`src/rtl/core/bdpc_pkg.sv`:
```
// bdpc_pkg: shared types and constants for the button debounce and press classifier
// used by bdpc_button and button_debounce_press_classifier, no dependencies
`default_nettype none

package bdpc_pkg;

  localparam int CFG_BITS     = 16;
  localparam int CFG_IDX_BITS = 1;
  localparam int EV_BITS      = 2;

  // configuration register indexes
  localparam logic [CFG_IDX_BITS-1:0] REG_DEBOUNCE   = 1'b0;
  localparam logic [CFG_IDX_BITS-1:0] REG_LONG_PRESS = 1'b1;

  localparam logic [CFG_BITS-1:0] DEBOUNCE_RESET   = 16'd50;
  localparam logic [CFG_BITS-1:0] LONG_PRESS_RESET = 16'd1000;

  typedef enum logic [EV_BITS-1:0] {
    EV_NONE  = 2'd0,
    EV_SHORT = 2'd1,
    EV_LONG  = 2'd2
  } ev_t;

  typedef struct packed {
    logic [CFG_BITS-1:0] debounce_time;
    logic [CFG_BITS-1:0] long_press_time;
  } cfg_t;

endpackage

`default_nettype wire

```
`src/rtl/core/bdpc_button.sv`:
```
// bdpc_button: per-button debounce state and short/long press classification
// depends on bdpc_pkg
`default_nettype none

module bdpc_button #(
  parameter int TIME_BITS = 32
) (
  input  wire logic                 clk,
  input  wire logic                 rst,
  input  wire logic                 en,
  input  wire logic                 raw,
  input  wire logic [TIME_BITS-1:0] now,
  input  wire bdpc_pkg::cfg_t       cfg,
  output bdpc_pkg::ev_t             event_code
);

  import bdpc_pkg::*;

  logic                 raw_seen;
  logic                 debounced_level;
  logic [TIME_BITS-1:0] change_stamp;
  logic [TIME_BITS-1:0] press_stamp;
  logic                 long_reported;

  logic                 raw_seen_next;
  logic                 debounced_level_next;
  logic [TIME_BITS-1:0] change_stamp_next;
  logic [TIME_BITS-1:0] press_stamp_next;
  logic                 long_reported_next;

  logic                 changed;
  logic                 accept;
  logic                 is_short;
  logic                 is_long;
  logic [TIME_BITS-1:0] el_change;
  logic [TIME_BITS-1:0] el_press;
  logic [TIME_BITS-1:0] deb_ext;
  logic [TIME_BITS-1:0] long_ext;

  assign deb_ext  = TIME_BITS'(cfg.debounce_time);
  assign long_ext = TIME_BITS'(cfg.long_press_time);

  always_comb begin
    changed           = (raw != raw_seen);
    raw_seen_next     = raw;
    change_stamp_next = changed ? now : change_stamp;
    // differences wrap with the timestamp width
    el_change         = now - change_stamp_next;
    accept            = (el_change >= deb_ext) && (raw != debounced_level);

    debounced_level_next = accept ? raw : debounced_level;
    press_stamp_next     = (accept && raw) ? now : press_stamp;
    long_reported_next   = (accept && raw) ? 1'b0 : long_reported;

    // on release the press stamp is unchanged, so one subtraction serves both checks
    el_press = now - press_stamp_next;
    is_short = accept && !raw && !long_reported && (el_press < long_ext);
    is_long  = debounced_level_next && !long_reported_next && (el_press >= long_ext);
    if (is_long) begin
      long_reported_next = 1'b1;
    end

    if (is_long) begin
      event_code = EV_LONG;
    end else if (is_short) begin
      event_code = EV_SHORT;
    end else begin
      event_code = EV_NONE;
    end
  end

  always_ff @(posedge clk) begin
    if (rst) begin
      raw_seen        <= 1'b0;
      debounced_level <= 1'b0;
      change_stamp    <= '0;
      press_stamp     <= '0;
      long_reported   <= 1'b0;
    end else if (en) begin
      raw_seen        <= raw_seen_next;
      debounced_level <= debounced_level_next;
      change_stamp    <= change_stamp_next;
      press_stamp     <= press_stamp_next;
      long_reported   <= long_reported_next;
    end
  end

  a_long_marks_reported: assert property (@(posedge clk) disable iff (rst)
    en && event_code == EV_LONG |=> long_reported && debounced_level)
    else $error("long press not recorded");

  a_short_is_release: assert property (@(posedge clk) disable iff (rst)
    en && event_code == EV_SHORT |=> !debounced_level && !long_reported)
    else $error("short press without debounced release");

  a_hold_when_idle: assert property (@(posedge clk) disable iff (rst)
    !en |=> $stable(debounced_level) && $stable(long_reported) && $stable(press_stamp))
    else $error("button state changed without a transaction");

endmodule

`default_nettype wire

```
`src/rtl/core/button_debounce_press_classifier.sv`:
```
// button_debounce_press_classifier: top level, input register, per-button classifiers,
// result register; depends on bdpc_pkg and bdpc_button
//
//  channel  | direction | handshake           | payload
//  s_*      | in        | s_tvalid / s_tready | s_tdata: time_now, pressed per button
//  m_*      | out       | m_tvalid / m_tready | m_tdata: 2-bit event per button
//  cfg_*    | in        | cfg_we              | cfg_index, cfg_wdata
//
// one poll tick per cycle sustained while results are taken; a tick passes the input register,
// then the classifier logic, into the result register
// the button state updates as a tick moves into the result register
// a stalled result holds the result register; the input register still takes one tick
// rst is synchronous and clears all button state and valids, config returns to 50 / 1000
`default_nettype none

module button_debounce_press_classifier #(
  parameter int NUM_BUTTONS = 2,
  parameter int TIME_BITS   = 32
) (
  input  wire logic                                clk,
  input  wire logic                                rst,
  input  wire logic                                cfg_we,
  input  wire logic [bdpc_pkg::CFG_IDX_BITS-1:0]   cfg_index,
  input  wire logic [bdpc_pkg::CFG_BITS-1:0]       cfg_wdata,
  input  wire logic                                s_tvalid,
  output logic                                     s_tready,
  // time_now [TIME_BITS-1:0], then pressed level of each button, zero padded
  input  wire logic [((TIME_BITS+NUM_BUTTONS+7)/8)*8-1:0] s_tdata,
  output logic                                     m_tvalid,
  input  wire logic                                m_tready,
  // event of each button, 2 bits each from button 0 up, zero padded
  output logic [((2*NUM_BUTTONS+7)/8)*8-1:0]       m_tdata
);

  import bdpc_pkg::*;

  localparam int OUT_W   = ((2*NUM_BUTTONS+7)/8)*8;
  localparam int EV_W    = EV_BITS * NUM_BUTTONS;

  cfg_t cfg;

  logic                   in_valid;
  logic [TIME_BITS-1:0]   in_time;
  logic [NUM_BUTTONS-1:0] in_pressed;
  logic                   res_valid;
  logic [EV_W-1:0]        res_events;
  logic [EV_W-1:0]        events_next;
  logic                   advance;

  always_ff @(posedge clk) begin
    if (rst) begin
      cfg.debounce_time   <= DEBOUNCE_RESET;
      cfg.long_press_time <= LONG_PRESS_RESET;
    end else if (cfg_we) begin
      unique case (cfg_index)
        REG_DEBOUNCE:   cfg.debounce_time   <= cfg_wdata;
        REG_LONG_PRESS: cfg.long_press_time <= cfg_wdata;
        default: ;
      endcase
    end
  end

  assign advance  = in_valid && (!res_valid || m_tready);
  assign s_tready = !in_valid || advance;

  always_ff @(posedge clk) begin
    if (rst) begin
      in_valid <= 1'b0;
    end else if (s_tready) begin
      in_valid <= s_tvalid;
    end
  end

  always_ff @(posedge clk) begin
    if (s_tvalid && s_tready) begin
      in_time    <= s_tdata[TIME_BITS-1:0];
      in_pressed <= s_tdata[TIME_BITS +: NUM_BUTTONS];
    end
  end

  for (genvar k = 0; k < NUM_BUTTONS; k++) begin : g_button
    ev_t ev;
    bdpc_button #(
      .TIME_BITS (TIME_BITS)
    ) u_button (
      .clk        (clk),
      .rst        (rst),
      .en         (advance),
      .raw        (in_pressed[k]),
      .now        (in_time),
      .cfg        (cfg),
      .event_code (ev)
    );
    assign events_next[EV_BITS*k +: EV_BITS] = ev;
  end

  always_ff @(posedge clk) begin
    if (rst) begin
      res_valid <= 1'b0;
    end else if (advance) begin
      res_valid <= 1'b1;
    end else if (m_tready) begin
      res_valid <= 1'b0;
    end
  end

  always_ff @(posedge clk) begin
    if (advance) begin
      res_events <= events_next;
    end
  end

  assign m_tvalid = res_valid;
  assign m_tdata  = OUT_W'(res_events);

  a_advance_fills_result: assert property (@(posedge clk) disable iff (rst)
    advance |=> res_valid)
    else $error("processed tick did not reach the result register");

  a_no_overwrite: assert property (@(posedge clk) disable iff (rst)
    res_valid && !m_tready |-> !advance)
    else $error("pending result overwritten");

  a_input_held: assert property (@(posedge clk) disable iff (rst)
    in_valid && !advance |=> in_valid && $stable(in_time) && $stable(in_pressed))
    else $error("waiting tick lost from the input register");

endmodule

`default_nettype wire

```
`config.mk`:
```
export PLATFORM = sky130hd
export DESIGN_NAME = button_debounce_press_classifier
export DESIGN_NICKNAME = d
export VERILOG_FILES = /design/src/rtl/core/bdpc_pkg.sv /design/src/rtl/core/bdpc_button.sv /design/src/rtl/core/button_debounce_press_classifier.sv
export SDC_FILE = /design/constraint.sdc
export NUM_CORES = 1
export LEC_CHECK = 0
export BUFFER_PORTS_ARGS = -buffer_cell sky130_fd_sc_hd__buf_2
export CORE_ASPECT_RATIO = 1.4
export CORE_MARGIN = 5
export CORE_UTILIZATION = 60
export DETAILED_ROUTE_END_ITERATION = 6
export GPL_ROUTABILITY_DRIVEN = 0
export HOLD_SLACK_MARGIN = 0.08
export PLACE_DENSITY = 0.89
export REMOVE_ABC_BUFFERS = 1
export SYNTH_ARGS = -nofsm -noshare
export SYNTH_HDL_FRONTEND = slang
export SYNTH_SLANG_ARGS = --single-unit
```
`constraint.sdc`:
```
create_clock -name clk -period 15.2 [get_ports clk]
set_input_delay 4.56 -clock clk [delete_from_list [all_inputs] [get_ports clk]]
set_output_delay 4.56 -clock clk [all_outputs]
set_load 0.02 [all_outputs]
```
==> results.tsv <==
metric	value	unit
setup TNS	0	ns
status	complete, no violations	
# IOs	72	
P_leak	8.23	nW
worst slew pin tran	1.12	ns
mux cell area share after synthesis	0.0587	
H-tree level count	1	
Via-to-Cell Ratio	6.79	
gr usage total	0.310	
largest family of logic cells by synthesized area	compound AO/OA/AOI/OAI gates	
P_int	1.29	mW
maximum number of pins on one net before global-route repair	104	
clock group share of total power	0.296	
HP Class	reg2reg	
Pwr Total	2.12	mW
max-cap violations	0	
Post-CTS Resized	0	
Area Growth Syn to Fin	6.41	%
crit path time final	13.36	ns
slowest CP cell	o41ai_2	
DRC	0	
Flop pwr share	0.296	
Synth Flop Type	dfxtp_1	
clk slew on worst S/H paths	0.07	ns
starting density of the core	0.608	
Crit. End Element	flip-flop	
via count of the first global-routing pass	18629	
Vias	19697	
Post-synth EDFFs	38	
Final Hold Fails	0	
Max IR drop VDD	0.0984	mV
busiest grt layer	met2	
share of layout cells above drive strength 1	0.0683	
Hold Path Stages	2	
slowest stage delay, CP	0.76	ns
Final setup viols	0	
Setup CP Type	reg2reg	
first-pass GRT wire length	92500	um
P_sw	0.831	mW
unrepaired setup endpoints after global routing	false	
number of synthesized register bits	206	
row count	77	
syn avg cell area	7.63	um^2
reg2reg end	res_events[2]	
GR Overflow Total	0	
max_slew headroom	0.245	
crit path max fanout	40	
Antenna Nets Post-Route	0	
Hold WS	0.462	ns
xor/xnor share of the synthesized area	0.0505	
Detailed Routing Iterations Pass 1	7	
flop2flop setup slack	1.84	ns
CTS tree	yes	
Post-Synth Simple-Gate Area	0.231	
Die Ht	222	um
Worst-Skew Late Latency	0.56	ns
initial antenna violation count	0	
clk_skew	0.0326	ns
DR iter-0 viols	2244	
clk buf depth	3	
Compound-Gate Fraction of Synth Area	0.265	
critical path's most frequent cell	o21ai_0	
Synth Area in Adders	0.112	
R2R cell count	44	
critical path arrival	13.75	ns
WP data required	15.59	ns
Pwr per Cell Area	103	mW/mm^2
Final nets	2712	
Setup crit start kind	flip-flop	
root buffer cell	clkbuf_16	
switching share of power	0.391	
number of buffers added on ports	61	
total core area	0.0317	mm^2
Slew Limit Fails	0	
met2 Use GR	0.493	
Seq/Total Area, Yosys	0.234	
fin crit share	0.879	
Max Fclk	74.9	MHz
HPWL after DPL	43800	um
async set-reset flop share out of synthesis	0	
n_diodes	0	
met3 Usage GRT	0.0575	
M1 GR Usage	0.356	
Hold EP	cfg[4]	
CTS Hold Bufs	0	
Gate Count Post-Synth	2525	
Reg2Reg Launch Point	in_pressed[1]	
WL final	58100	um
wire per inst	20.1	um
die area	0.0359	mm^2
CTS sink count	206	
Die Wd	161	um
Distinct cells, synth	106	
CTS Buf Count	24	
combinational share of power	0.409	
Hold Path Origin	cfg[4]	
FILL cells	2515	
cell area after synthesis	0.0193	mm^2
setup bufs post-CTS	0	
Ys Warns	0	
## how the worst max path moves through the flow
stage,start,endpoint,slack (ns),depth (start not counted)
global route,in_pressed[1],res_events[2],1.08,45
finish,in_pressed[1],res_events[2],1.84,44
detailed placement,in_pressed[1],res_events[2],2.59,44
CTS,in_pressed[1],res_events[2],2.50,44
global placement,in_pressed[1],res_events[2],2.82,44
floorplan,in_pressed[0],res_events[1],3.51,45
## layer usage
metal,vias to the layer above,routed length [um]
li1,9201,-
met1,8970,21200
met2,1154,25700
met3,372,5430
met4,0,5800
met5,-,0
## state kept, by name, indices dropped and copies added, names as in the netlist
register and cells:
cfg 32, g_button.u_button.change_stamp 64, g_button.u_button.debounced_level 2, g_button.u_button.long_reported 2, g_button.u_button.press_stamp 64, g_button.u_button.raw_seen 2, in_pressed 2, in_time 32
in_valid 1, m_tvalid 1, res_events 4
## stage by stage
stage	util	cells	cell area, um^2	worst slack (ns)
after detailed placement	0.620	2855	19700	2.59
after floorplan	-	2381	18700	3.51
after global placement	0.620	2855	19700	2.82
final	0.647	2899	20500	1.84
after global routing	0.647	2899	20500	1.08
after CTS	0.647	2899	20500	2.50
## Yosys cell counts, types with 12 or more instances
cell        n  area [um^2]
o21bai_1   12         90.1
o21ai_0   126          631
nor3_1     50          250
nand4_1    38          238
nor2b_1    45          282
and2_1     18          113
a31oi_1    28          175
or3_1      15         93.8
o211ai_1   17          128
nor2_1    263          987
and3_1     25          156
edfxtp_1   38         1140
xor2_1     34          298
ha_1      162         2030
a21o_1     64          480
xnor2_1    54          473
nand3b_1   12         90.1
nand2b_1   57          357
nand3_1    42          210
dfxtp_1   168         3360
buf_2      12         60.1
inv_1      85          319
a21oi_1   216         1080
a211oi_1  119          893
clkbuf_1  115          432
nor4_1     18          113
mux2i_1   104         1040
o31ai_1    13         97.6
o21a_1     37          278
nand2_1   289         1080
## worst max-delay path: cells and delay by family (launching register included)
kind | cells | cell delay [ns]
fa+ha+maj | 4 | 1.34
xor+xnor | 3 | 0.96
simple gates | 16 | 4.04
flops | 1 | 0.72
mux | 1 | 0.18
compound gates | 19 | 5.37
buf+inv | 1 | 0.53
## layout make-up
class	instances	area [um^2]	share of cell area
clock buffers	25	614	0.0299
clock inverters	19	235	0.0115
inverters	89	339	0.0165
multi-input cells	2086	13900	0.677
flip-flops and latches	206	4500	0.220
well taps	395	494	0.0241
repair buffers	79	443	0.0216
## cells in the final DEF (no fill, tap or decap), types with 50 or more instances in the layout
master	count
o21ai_0	126
xnor2_1	54
nand2_1	289
ha_1	162
a21o_1	64
a21oi_1	216
nor3_1	50
buf_2	60
nand2b_1	57
dfxtp_1	168
nor2_1	262
mux2i_1	104
a211oi_1	119
inv_1	85
## power groups by stage
stage | registers [mW] | clock network, mW | logic (mW)
detailed placement | 0.638 | 0 | 0.830
global route | 0.630 | 0.654 | 0.952
global placement | 0.636 | 0 | 0.796
floorplan | 0.626 | 0 | 0.633
finish | 0.627 | 0.627 | 0.868
CTS | 0.626 | 0.634 | 0.838
## logic make-up (layout without fill, tap and decap cells)
family / Yosys count / in the layout
mux: 111 / 111
flops: 206 / 206
simple gates: 927 / 927
xor+xnor: 97 / 97
fa+ha+maj: 173 / 173
buf+inv: 236 / 212
other cells: 1 / 4
compound gates: 774 / 774
(Power assumes the default switching activity.)
